**config.mk**
```make
export PLATFORM = sky130hd
export DESIGN_NAME = glmu_front
export DESIGN_NICKNAME = d
export VERILOG_FILES = /design/src/design/glmu_pkg.sv /design/src/design/glmu_front.sv
export SDC_FILE = /design/constraint.sdc
export NUM_CORES = 1
export LEC_CHECK = 0
export BUFFER_PORTS_ARGS = -buffer_cell sky130_fd_sc_hd__buf_2
export CAP_MARGIN = 20
export CORE_MARGIN = 2
export CORE_UTILIZATION = 49
export DETAILED_ROUTE_END_ITERATION = 12
export GPL_TIMING_DRIVEN = 0
export PLACE_DENSITY_LB_ADDON = 0.3
export SKIP_CTS_REPAIR_TIMING = 1
export SLEW_MARGIN = 20
export SYNTH_ARGS = -nofsm -noshare
export SYNTH_HDL_FRONTEND = slang
export SYNTH_SLANG_ARGS = --single-unit
```
**constraint.sdc**
```tcl
create_clock -name clk_i -period 3.4 [get_ports clk_i]
set_input_delay 0.68 -clock clk_i [delete_from_list [all_inputs] [get_ports clk_i]]
set_output_delay 0.68 -clock clk_i [all_outputs]
set_load 0.01 [all_outputs]
```
**src/design/glmu_pkg.sv**
```systemverilog
// Shared constants, types and small functions of the lattice gauge Metropolis update block.
// No dependencies; glmu_front, glmu_back and the top module import this package.
package glmu_pkg;

  localparam int unsigned DEFAULT_SIDE = 8;
  localparam int unsigned QUEUE_DEPTH = 2;
  localparam int unsigned IN_DATA_W = 40;
  localparam int unsigned OUT_DATA_W = 32;
  localparam int unsigned COEF_W = 24;
  localparam int unsigned TOTAL_W = 12;
  localparam int unsigned CFG_ADDR_W = 3;

  localparam logic COUPLING_H_IDX = 1'b0;
  localparam logic INV_TEMP_IDX = 1'b1;
  localparam logic [COEF_W-1:0] COUPLING_H_RST = 24'd0;
  localparam logic [COEF_W-1:0] INV_TEMP_RST = 24'd65536;

  localparam logic [1:0] DIR_X = 2'd0;
  localparam logic [1:0] DIR_Y = 2'd1;
  localparam logic [1:0] DIR_Z = 2'd2;
  localparam logic [1:0] DIR_NONE = 2'd3;

  typedef enum logic [4:0] {
    ST_CLEAR, ST_IDLE, ST_RD_N1, ST_RD_N2, ST_EVAL, ST_DECIDE, ST_MUL_X, ST_CHK,
    ST_H_MUL, ST_H_DIV, ST_H_FIX, ST_SQ, ST_PCMP, ST_WB_C, ST_WB_N1, ST_WB_N2, ST_DONE
  } glmu_state_e;

  function automatic logic [2:0] center_mask(input logic [1:0] dir);
    logic [2:0] m;
    unique case (dir)
      DIR_X: m = 3'b101;
      DIR_Y: m = 3'b011;
      DIR_Z: m = 3'b110;
      default: m = 3'b000;
    endcase
    return m;
  endfunction

  function automatic logic [2:0] n1_mask(input logic [1:0] dir);
    logic [2:0] m;
    unique case (dir)
      DIR_X: m = 3'b001;
      DIR_Y: m = 3'b001;
      DIR_Z: m = 3'b010;
      default: m = 3'b000;
    endcase
    return m;
  endfunction

  function automatic logic [2:0] n2_mask(input logic [1:0] dir);
    logic [2:0] m;
    unique case (dir)
      DIR_X: m = 3'b100;
      DIR_Y: m = 3'b010;
      DIR_Z: m = 3'b100;
      default: m = 3'b000;
    endcase
    return m;
  endfunction

  // Floor of 2^32 / k for the Horner divisors two to ten.
  function automatic logic [31:0] recip(input logic [3:0] k);
    logic [31:0] r;
    unique case (k)
      4'd2: r = 32'd2147483648;
      4'd3: r = 32'd1431655765;
      4'd4: r = 32'd1073741824;
      4'd5: r = 32'd858993459;
      4'd6: r = 32'd715827882;
      4'd7: r = 32'd613566756;
      4'd8: r = 32'd536870912;
      4'd9: r = 32'd477218588;
      4'd10: r = 32'd429496729;
      default: r = 32'd0;
    endcase
    return r;
  endfunction

endpackage

```
**src/design/glmu_front.sv**
```systemverilog
// Front end: accepts proposals, reduces coordinates, forms the three site addresses
// and holds them in a short queue. Depends on glmu_pkg.
module glmu_front import glmu_pkg::*; #(
  parameter int unsigned LATTICE_SIDE = DEFAULT_SIDE,
  localparam int unsigned SITES = LATTICE_SIDE * LATTICE_SIDE * LATTICE_SIDE,
  localparam int unsigned AW = $clog2(SITES),
  localparam int unsigned CW = $clog2(LATTICE_SIDE)
) (
  input  logic                 clk_i,
  input  logic                 rst_ni,
  input  logic                 in_valid_i,
  output logic                 in_ready_o,
  input  logic [IN_DATA_W-1:0] in_data_i,
  input  logic                 clearing_i,
  output logic                 q_valid_o,
  input  logic                 q_pop_i,
  output logic [AW-1:0]        q_addr_c_o,
  output logic [AW-1:0]        q_addr_n1_o,
  output logic [AW-1:0]        q_addr_n2_o,
  output logic [1:0]           q_dir_o,
  output logic [COEF_W-1:0]    q_rand_o
);

  typedef struct packed {
    logic [AW-1:0]     addr_c;
    logic [AW-1:0]     addr_n1;
    logic [AW-1:0]     addr_n2;
    logic [1:0]        dir;
    logic [COEF_W-1:0] rnd;
  } glmu_entry_t;

  function automatic logic [CW-1:0] reduce(input logic [2:0] v);
    int r;
    r = int'(v);
    for (int i = 0; i < 3; i++) begin
      if (r >= int'(LATTICE_SIDE)) begin
        r = r - int'(LATTICE_SIDE);
      end
    end
    return CW'(r);
  endfunction

  function automatic logic [CW-1:0] dec(input logic [CW-1:0] v);
    logic [CW-1:0] r;
    if (v == '0) begin
      r = CW'(LATTICE_SIDE - 1);
    end else begin
      r = v - CW'(1);
    end
    return r;
  endfunction

  function automatic logic [AW-1:0] site(input logic [CW-1:0] x, input logic [CW-1:0] y,
                                         input logic [CW-1:0] z);
    return AW'(int'(x) + int'(LATTICE_SIDE) * int'(y)
               + int'(LATTICE_SIDE) * int'(LATTICE_SIDE) * int'(z));
  endfunction

  logic [CW-1:0] x, y, z, xm, ym, zm;
  logic [1:0] dir;
  glmu_entry_t ent;
  glmu_entry_t fifo_q [QUEUE_DEPTH];
  logic wr_ptr_q, rd_ptr_q;
  logic [1:0] cnt_q;
  logic push;

  always_comb begin
    x = reduce(in_data_i[2:0]);
    y = reduce(in_data_i[5:3]);
    z = reduce(in_data_i[8:6]);
    dir = in_data_i[10:9];
    xm = dec(x);
    ym = dec(y);
    zm = dec(z);
    ent.addr_c = site(x, y, z);
    ent.dir = dir;
    ent.rnd = in_data_i[34:11];
    case (dir)
      DIR_X: begin
        ent.addr_n1 = site(x, ym, z);
        ent.addr_n2 = site(x, y, zm);
      end
      DIR_Y: begin
        ent.addr_n1 = site(xm, y, z);
        ent.addr_n2 = site(x, y, zm);
      end
      default: begin
        ent.addr_n1 = site(x, ym, z);
        ent.addr_n2 = site(xm, y, z);
      end
    endcase
  end

  assign in_ready_o = !clearing_i && (cnt_q != 2'(QUEUE_DEPTH));
  assign push = in_valid_i && in_ready_o;

  always_ff @(posedge clk_i or negedge rst_ni) begin
    if (!rst_ni) begin
      wr_ptr_q <= 1'b0;
      rd_ptr_q <= 1'b0;
      cnt_q <= 2'd0;
    end else begin
      if (push) begin
        wr_ptr_q <= !wr_ptr_q;
      end
      if (q_pop_i) begin
        rd_ptr_q <= !rd_ptr_q;
      end
      cnt_q <= cnt_q + 2'(push) - 2'(q_pop_i);
    end
  end

  always_ff @(posedge clk_i) begin
    if (push) begin
      fifo_q[wr_ptr_q] <= ent;
    end
  end

  assign q_valid_o = (cnt_q != 2'd0);
  assign q_addr_c_o = fifo_q[rd_ptr_q].addr_c;
  assign q_addr_n1_o = fifo_q[rd_ptr_q].addr_n1;
  assign q_addr_n2_o = fifo_q[rd_ptr_q].addr_n2;
  assign q_dir_o = fifo_q[rd_ptr_q].dir;
  assign q_rand_o = fifo_q[rd_ptr_q].rnd;

endmodule

```
==> results of run 1 <==
-- layout make-up --
| class | instances | area, sq um |
|---|---|---|
| repair buffers | 97 | 546 |
| clock inverters | 6 | 48.8 |
| multi-input cells | 100 | 1120 |
| clock buffers | 9 | 124 |
| well taps | 111 | 139 |
| inverters | 9 | 33.8 |
| plain buffers | 14 | 156 |
| flip-flops and latches | 110 | 3280 |
| fillers | 689 | 3700 |
-- state kept, by name, summed over array words and instances (netlist names) --
register  flops
cnt_q         2
rd_ptr_q      1
fifo_q      106
wr_ptr_q      1
-- cells in the final DEF (no fill, tap or decap), types with 2 or more instances in the layout --
master / count
buf_12: 6
nand2_1: 6
a21oi_1: 4
inv_1: 9
nor2b_1: 3
edfxtp_1: 106
clkbuf_8: 9
clkinv_4: 2
o21ai_1: 3
buf_2: 94
mux2_4: 49
dfrtp_1: 4
nand2b_1: 2
buf_6: 3
mux2i_1: 2
buf_16: 2
clkbuf_1: 6
clkinvlp_4: 2
nor2_1: 8
xnor2_1: 3
ha_1: 8
mux2_2: 5
-- cells in the mapped netlist --
cell / number
o21ai_1: 3
mux2_2: 5
xnor2_1: 3
edfxtp_1: 106
mux2_4: 49
inv_1: 9
a22oi_1: 1
clkbuf_1: 6
ha_1: 8
o22a_1: 1
nand2b_4: 1
buf_12: 5
and3_1: 1
or2_2: 1
dfrtp_1: 4
buf_6: 3
nor2b_1: 3
mux2i_1: 2
xor2_1: 1
nor2_1: 9
nand2b_1: 2
a21oi_1: 4
nand2_1: 6
-- kinds of logic (layout without fill, tap and decap cells) --
kind of cell    after synthesis  count (layout)
flops                       110             110
mux                          56              56
simple gates                 23              23
buf+inv                      23             135
compound gates                9               9
fa+ha+maj                     8               8
xor+xnor                      4               4
-- path summary, 6_finish.rpt --
check,from,end,slack [ns]
min in group clk_i,in_data_i[11],fifo_q[0][0],0.50
min reg2reg,cnt_q[1],cnt_q[1],0.53
max,rd_ptr_q,q_addr_n1_o[0],1.18
min,rst_ni,wr_ptr_q,0.10
max in group asynchronous,rst_ni,cnt_q[0],3.18
max reg2reg,cnt_q[1],fifo_q[0][39],1.77
-- critical path, cell delays in order, from the launching register on --
cell and delay, ns:
dfrtp_1 0.35, buf_6 0.19, buf_12 0.17, mux2_4 0.31, buf_2 0.14
-- layer usage --
| metal | vias up | share of wire (%) | global-route usage [%] |
|---|---|---|---|
| met1 | 1099 | 44 | 19.5 |
| li1 | 1084 | - | - |
| met3 | 10 | 6.5 | 4.44 |
| met2 | 69 | 48 | 23.7 |
| met5 | - | 0 | 0 |
| met4 | 0 | 1.4 | 5.69 |
-- through the flow --
stage	setup slack, ns	power [mW]	cells	setup TNS (ns)	area [sq um]
after floorplan	0.666	2.77	233	0	4590
after global placement	-0.270	3.16	438	-14.17	5200
after detailed placement	1.34	3.21	441	0	5280
after CTS	1.14	3.91	456	0	5460
after global routing	1.10	4.06	456	0	5460
final	1.18	3.84	456	0	5460
-- where the power goes --
| group | internal [mW] | switching (mW) |
|---|---|---|
| Sequential | 1.69 | 0.0524 |
| Combinational | 0.767 | 0.635 |
| Clock | 0.269 | 0.424 |
| Total | 2.73 | 1.11 |
==> impl_metrics.tcl, run 1 <==
set metrics [dict create \
    viasPerCell 4.96 \
    synthTopCellsByArea "edfxtp_1 (69%), mux2_4 (16%), buf_12 (2.2%), dfrtp_1 (2.2%), ha_1 (2.2%)" \
    drtPass1Iterations 4 \
    synth_cell_types 23 \
    pwr_density_cell_mw_per_mm2 704 \
    nets 394 \
    cp-start-kind "flip-flop" \
    yosys.area.top_type_share_pct 69.4 \
    grt_pass1_wl_um 11300 \
    pin_count 100 \
    synth_area_sq_mm 0.00459 \
    maxCapViolations 0 \
    syn_inst 233 \
    io_buffers 94 \
    required_ns 2.72 \
    synthXorXnorAreaFrac_pct 0.764 \
    endpoint_kind "output pin" \
    synth_area_per_cell_sq_um 19.7 \
    drive_gt1_share_pct 51.6 \
    timing.hold.ws_ns 0.102 \
    wl_um 7190 \
    synth_top_family_by_area "multiplexers" \
    critical_path.max_fanout 10 \
    rr_worst_depth 4 \
    dr_total_vias 2262 \
    tightest_slew_ns 0.412 \
    status "finished clean" \
    drtAntennaViolNets 0 \
    dieWidth_um 101 \
    finalClockSkew_ns 0.0137 \
    cts_sinks 110 \
    place_hpwl_um 4870 \
    gr-total-overflow 0 \
    synth_largest_area_cell "edfxtp_1" \
    p_leak_nw 2.20 \
    post-route-min-period_ns 2.22 \
    gp_congestion 0.704 \
    synth-simple-area-share_pct 2.48 \
    critical_path_class "flip-flop to output pin" \
    htreeDepth 3 \
    setup_viol_count_final 0 \
    maxSlewHeadroom_pct 72.4 \
    num_rows 35 \
    insertedDiodeCount 0 \
    arrival_ns 1.54 \
    hp-class "primary input to async pin" \
    ir_worst_vdd_mv 0.282 \
    synth_fa_ha_area_share_pct 2.18 \
    numCtsBuffers 9 \
    start_util_pct 50.1 \
    grt_setup_unrepaired "false" \
    ys.warnings.count 0 \
    grt_usage_pct 14.9 \
    area.growth.synth_to_final_pct 19.0 \
    ys_seq_elements 110 \
    seq_area_frac_synth_pct 71.6 \
    finalHoldViolCount 0 \
    clkTransAtPathRegs_ns 0.10 \
    synthMuxAreaShare_pct 17.7 \
    final_core_util_pct 59.6 \
    cts_root_buffer "clkbuf_8" \
    core_sq_mm 0.00915 \
    drv_slew 0 \
    wl_per_cell_um 15.8 \
    drt_iter0_drc 57 \
    cts_tree "done" \
    dieArea_sq_mm 0.0101 \
    drcViolationCount 0 \
    first_global_vias 2270 \
    die_h_um 101 \
    clk_latency_ns 0.36 \
    grt_max_degree 47 \
    min_period_over_period_pct 65.2 \
    timing.fmax_mhz 451 \
    syn-num-nets 286 \
    antenna_found_initial 0 \
    synth_compound_area_share_pct 1.12 \
    clk_path_buf_depth 2 \
]
Note: power is estimated with default switching activity, not from simulation.
==> inputs of run 2 (changes only) <==
CORE_UTILIZATION = 50   (was 49)
clock period = 2.1 ns   (was 3.4 ns; I/O delays follow)
==> impl_metrics.tcl, run 2 (same netlist as run 1, synthesis figures left out) <==
set metrics [dict create \
    grt_pass1_wl_um 11400 \
    hold_depth 1 \
    intPower_mw 4.64 \
    critical_path.max_fanout 10 \
    power_frac_clock_pct 20.9 \
    endpoint_kind "output pin" \
    place_inst 437 \
    first_global_vias 2361 \
    dr_total_vias 2257 \
    cp-start-kind "flip-flop" \
    start_util_pct 52.1 \
    power_switching_share_pct 27.7 \
    pin_count 100 \
    setup_ws_ns 0.157 \
    path_cells "buf_6 -> buf_12 -> mux2_4 -> buf_2" \
    htreeDepth 3 \
    drive_gt1_share_pct 50.9 \
    slowest_stage "dfrtp_1" \
    layout.cells.most_common "edfxtp_1" \
    timing.fmax_mhz 515 \
    gr-total-overflow 0 \
    post-route-min-period_ns 1.94 \
    arrival_ns 1.52 \
    post-place-ws_ns 0.107 \
    fillers 654 \
    min_period_over_period_pct 92.5 \
    largest_register "fifo_q" \
    largest_reg_flops 106 \
    dieArea_sq_mm 0.00995 \
    grt_usage_pct 15.3 \
    dieWidth_um 99.8 \
    cts_root_buffer "clkbuf_8" \
    die_h_um 99.8 \
    maxSlewHeadroom_pct 50.5 \
    hp-class "primary input to flip-flop" \
    wl_per_cell_um 16.1 \
    cp_slowest_stage_delay_ns 0.35 \
    wl_um 7300 \
    p_seq_share_pct 44.1 \
    drcViolationCount 0 \
    total_power_mw 6.42 \
    pwr_density_cell_mw_per_mm2 1170 \
    finalHoldViolCount 0 \
    cts_tree "done" \
    maxCapViolations 0 \
    grt_setup_unrepaired "false" \
    fin_area_sq_mm 0.00548 \
    r2r-end "fifo_q[0][44]" \
    rr_startpoint "cnt_q[1]" \
    final_core_util_pct 62.3 \
    reg_top3 "fifo_q x106, cnt_q x2" \
    gp_congestion 0.722 \
    ir_worst_vdd_mv 0.432 \
    place_area_sq_mm 0.00526 \
    grt_max_degree 54 \
    tightest_slew_ns 0.743 \
    netSwitchingPower_mw 1.78 \
    setup_viol_count_final 0 \
    antenna_found_initial 0 \
    io_buffers 94 \
    core_sq_mm 0.00881 \
    num_rows 34 \
    insertedDiodeCount 0 \
    status "finished clean" \
    rrSetupSlack_ns 0.31 \
    nets 394 \
    numCtsBuffers 9 \
    clk_path_buf_depth 2 \
    drv_slew 0 \
    cts_sinks 110 \
    drtPass1Iterations 4 \
    required_ns 1.68 \
    place_hpwl_um 4980 \
    fin_cells 454 \
    combPwrFrac_pct 35.1 \
    finalClockSkew_ns 0.0102 \
    drt_iter0_drc 65 \
    rr_worst_depth 4 \
    min_from "in_data_i[16]" \
    area.growth.synth_to_final_pct 19.6 \
    critical_path_class "flip-flop to output pin" \
    clkTransAtPathRegs_ns 0.10 \
    p_leak_nw 2.21 \
    drtAntennaViolNets 0 \
    final_cell_mix "edfxtp_1 (106), buf_2 (94), mux2_4 (49)" \
    viasPerCell 4.97 \
    clk_latency_ns 0.36 \
    worst_hold_path.endpoint "fifo_q[1][5]" \
]
run 2: worst max-delay path by stage:
stage | endpoint | cells past startpoint | slack (ns) | from
global route | q_addr_n2_o[0] | 4 | 0.09 | rd_ptr_q
finish | q_addr_c_o[2] | 4 | 0.16 | rd_ptr_q
detailed placement | fifo_q[0][28] | 5 | 0.11 | clearing_i
global placement | fifo_q[0][28] | 4 | -0.36 | clearing_i
CTS | q_addr_n2_o[5] | 4 | 0.13 | rd_ptr_q
floorplan | fifo_q[0][0] | 3 | 0.20 | in_valid_i
run 2: per-layer routing:
metal | global-route usage, % | wire (um) | up-vias
li1 | - | - | 1087
met1 | 18.1 | 3080 | 1078
met2 | 26.4 | 3610 | 76
met3 | 4.50 | 457 | 16
met4 | 6.11 | 146 | 0
met5 | 0 | 0 | -
run 2: area by class of cell:
type                    instances  area [sq um]  area share (%)
inverters                       9          33.8           0.616
clock inverters                 6          86.3            1.57
clock buffers                  10           128            2.33
repair buffers                 97           536            9.77
plain buffers                  14           156            2.85
flip-flops and latches        110          3280            59.9
well taps                     108           135            2.46
multi-input cells             100          1120            20.5
run 2: worst max-delay path, delay by kind of cell (launching register included):
| kind | cells | cell delay (ns) |
|---|---|---|
| buf+inv | 3 | 0.50 |
| flops | 1 | 0.35 |
| mux | 1 | 0.31 |
run 2: metrics by stage:
step	setup TNS (ns)	hold slack, ns
final	0	0.246
after global routing	0	0.226
after CTS	0	-0.171
after detailed placement	0	0.229
after global placement	-22.06	0.228
after floorplan	0	0.124
run 2: power by group through the flow:
stage | clock network (mW) | logic [mW] | registers (mW)
2_1_floorplan | 0 | 1.62 | 2.86
3_3_place_gp | 0 | 2.22 | 2.87
3_5_place_dp | 0 | 2.29 | 2.89
4_1_cts | 1.38 | 2.30 | 2.83
5_1_grt | 1.45 | 2.42 | 2.86
6_report | 1.34 | 2.25 | 2.83
==> inputs of run 3 (changes only) <==
ABC_AREA = 1   (was default)
BUFFER_PORTS_ARGS = -buffer_cell sky130_fd_sc_hd__buf_4   (was -buffer_cell sky130_fd_sc_hd__buf_2)
REMOVE_ABC_BUFFERS = 1   (was default)
==> impl_metrics.tcl, run 3 <==
set metrics [dict create \
    wl_per_cell_um 13.7 \
    drtPass1Iterations 4 \
    finalHoldViolCount 0 \
    numCtsBuffers 9 \
    ys_seq_elements 110 \
    pin_count 100 \
    synth-edff-count 106 \
    reg_top3 "fifo_q x106, cnt_q x2" \
    synth_area_sq_mm 0.00461 \
    path_cells "buf_16 -> o21ai_0 -> buf_4" \
    tightest_slew_ns 0.726 \
    timing.hold.ws_ns 0.234 \
    clkTransAtPathRegs_ns 0.11 \
    critical_path.max_fanout 31 \
    maxSlewHeadroom_pct 51.6 \
    finalClockSkew_ns 0.00908 \
    final_cell_mix "edfxtp_1 (106), buf_4 (94), inv_1 (72)" \
    status "finished clean" \
    synth_compound_area_share_pct 8.89 \
    drtAntennaViolNets 0 \
    cp_slowest_stage_delay_ns 0.61 \
    p_leak_nw 2.38 \
    area.growth.synth_to_final_pct 21.8 \
    required_ns 1.68 \
    grt_pass1_wl_um 11800 \
    cts_root_buffer "clkbuf_8" \
    gr-total-overflow 0 \
    endpoint_kind "output pin" \
    num_rows 35 \
    synth_fa_ha_area_share_pct 2.17 \
    synth_common_cells "edfxtp_1 (106), inv_1 (73), nand2_1 (54), o21ai_0 (26), o21ai_2 (21)" \
    largest_reg_flops 106 \
    die_h_um 100 \
    min_period_over_period_pct 94.9 \
    yosys.area.top_type_share_pct 69.0 \
    drv_slew 0 \
    seq_area_frac_synth_pct 71.1 \
    slowest_stage "dfrtp_4" \
    ys.warnings.count 0 \
    wl_um 7830 \
    syn_inst 363 \
    clk_path_buf_depth 2 \
    dieArea_sq_mm 0.0100 \
    pwr_density_cell_mw_per_mm2 1150 \
    drcViolationCount 0 \
    viasPerCell 4.80 \
    grt_usage_pct 15.3 \
    final_core_util_pct 61.7 \
    arrival_ns 1.57 \
    grt_max_degree 63 \
    maxCapViolations 0 \
    setup_viol_count_final 0 \
    hp-class "primary input to flip-flop" \
    synth_ff_type "edfxtp_1" \
    nets 509 \
    synth_top_family_by_area "buffers and inverters" \
    synth_cell_types 23 \
    insertedDiodeCount 0 \
    dr_total_vias 2739 \
    cts_sinks 110 \
    total_power_mw 6.45 \
    synth_area_per_cell_sq_um 12.7 \
    dieWidth_um 100 \
    layout.cells.most_common "edfxtp_1" \
    drt_iter0_drc 75 \
    timing.fmax_mhz 502 \
    core_sq_mm 0.00911 \
    cp-start-kind "flip-flop" \
    antenna_found_initial 0 \
    gp_congestion 0.705 \
    post-route-min-period_ns 1.99 \
    grt_setup_unrepaired "false" \
    largest_register "fifo_q" \
    fin_area_sq_mm 0.00562 \
    drive_gt1_share_pct 34.6 \
    synth.most_common_cell "edfxtp_1" \
    place_hpwl_um 4790 \
    io_buffers 94 \
    synthXorXnorAreaFrac_pct 0.190 \
    synth_largest_area_cell "edfxtp_1" \
    synthTopCellsByArea "edfxtp_1 (69%), inv_1 (5.9%), nand2_1 (4.4%), o21ai_2 (4.0%), o21ai_0 (2.8%)" \
    htreeDepth 3 \
    first_global_vias 2491 \
    synthMuxAreaShare_pct 0 \
    synth-simple-area-share_pct 8.24 \
    place_area_sq_mm 0.00538 \
    cts_tree "done" \
    clk_latency_ns 0.36 \
    ys_async_sr_fraction_pct 3.64 \
    ir_worst_vdd_mv 0.917 \
    start_util_pct 50.7 \
    critical_path_class "flip-flop to output pin" \
]
run 3: cell types whose count changed in the layout (fill, tap and decap cells not counted), moves of 25 or more:
cell | previous run | this run
buf_2 | 94 | 0
buf_4 | 0 | 94
inv_1 | 9 | 72
mux2_4 | 49 | 0
nand2_1 | 6 | 54
o21ai_0 | 0 | 25
run 3: final cells by class:
type / instances / area (sq um)
Clock inverter: 6 / 47.5
Inverter: 73 / 277
Tap cell: 111 / 139
Sequential cell: 110 / 3290
Clock buffer: 9 / 124
Timing Repair Buffer: 101 / 840
Multi-Input combinational cell: 161 / 907
Fill cell: 700 / 3490
run 3: path summary, 6_finish.rpt:
kind | endpoint | start | depth (start not counted) | slack (ns)
max | q_rand_o[17] | rd_ptr_q | 3 | 0.11
min | fifo_q[0][8] | in_data_i[19] | 1 | 0.23
max reg2reg | fifo_q[0][12] | cnt_q[1] | 3 | 0.45
min reg2reg | wr_ptr_q | wr_ptr_q | 2 | 0.48
max in group asynchronous | rd_ptr_q | rst_ni | 2 | 1.60
min in group asynchronous | wr_ptr_q | rst_ni | 2 | 0.38
run 3: power by group:
part	internal [mW]	leakage (nW)	switching (mW)
clock network	0.434	0.0809	0.701
registers	2.74	1.02	0.144
logic	1.11	1.28	1.32
run 3: logic make-up after synthesis:
family	count (synthesis)
buf+inv	92
xor+xnor	1
simple gates	86
fa+ha+maj	8
flops	110
compound gates	66
run 3: per-stage QoR:
stage	TNS [ns]	std cells	setup slack (ns)
4_1_cts	-7.23	567	-0.293
2_1_floorplan	-121.02	344	-1.27
3_5_place_dp	0	552	0.123
5_1_grt	0	571	0.0108
6_report	0	571	0.108
3_3_place_gp	-274.77	549	-2.60
run 3: worst max-delay path: cells and delay by family, from the launching register on:
| family | cells | cell delay, ns |
|---|---|---|
| flip-flops | 1 | 0.61 |
| AO/OA/AOI/OAI | 1 | 0.22 |
| buffers and inverters | 2 | 0.37 |
run 3: per-layer routing:
metal  part of all wire [%]  vias up  track usage (%)  wire [um]
li1                       -     1377                -          -
met1                     44     1279             19.7       3420
met2                     49       76             25.1       3870
met3                    6.0        7             4.94        471
met4                   0.82        0             4.74         64
met5                      0        -                0          0
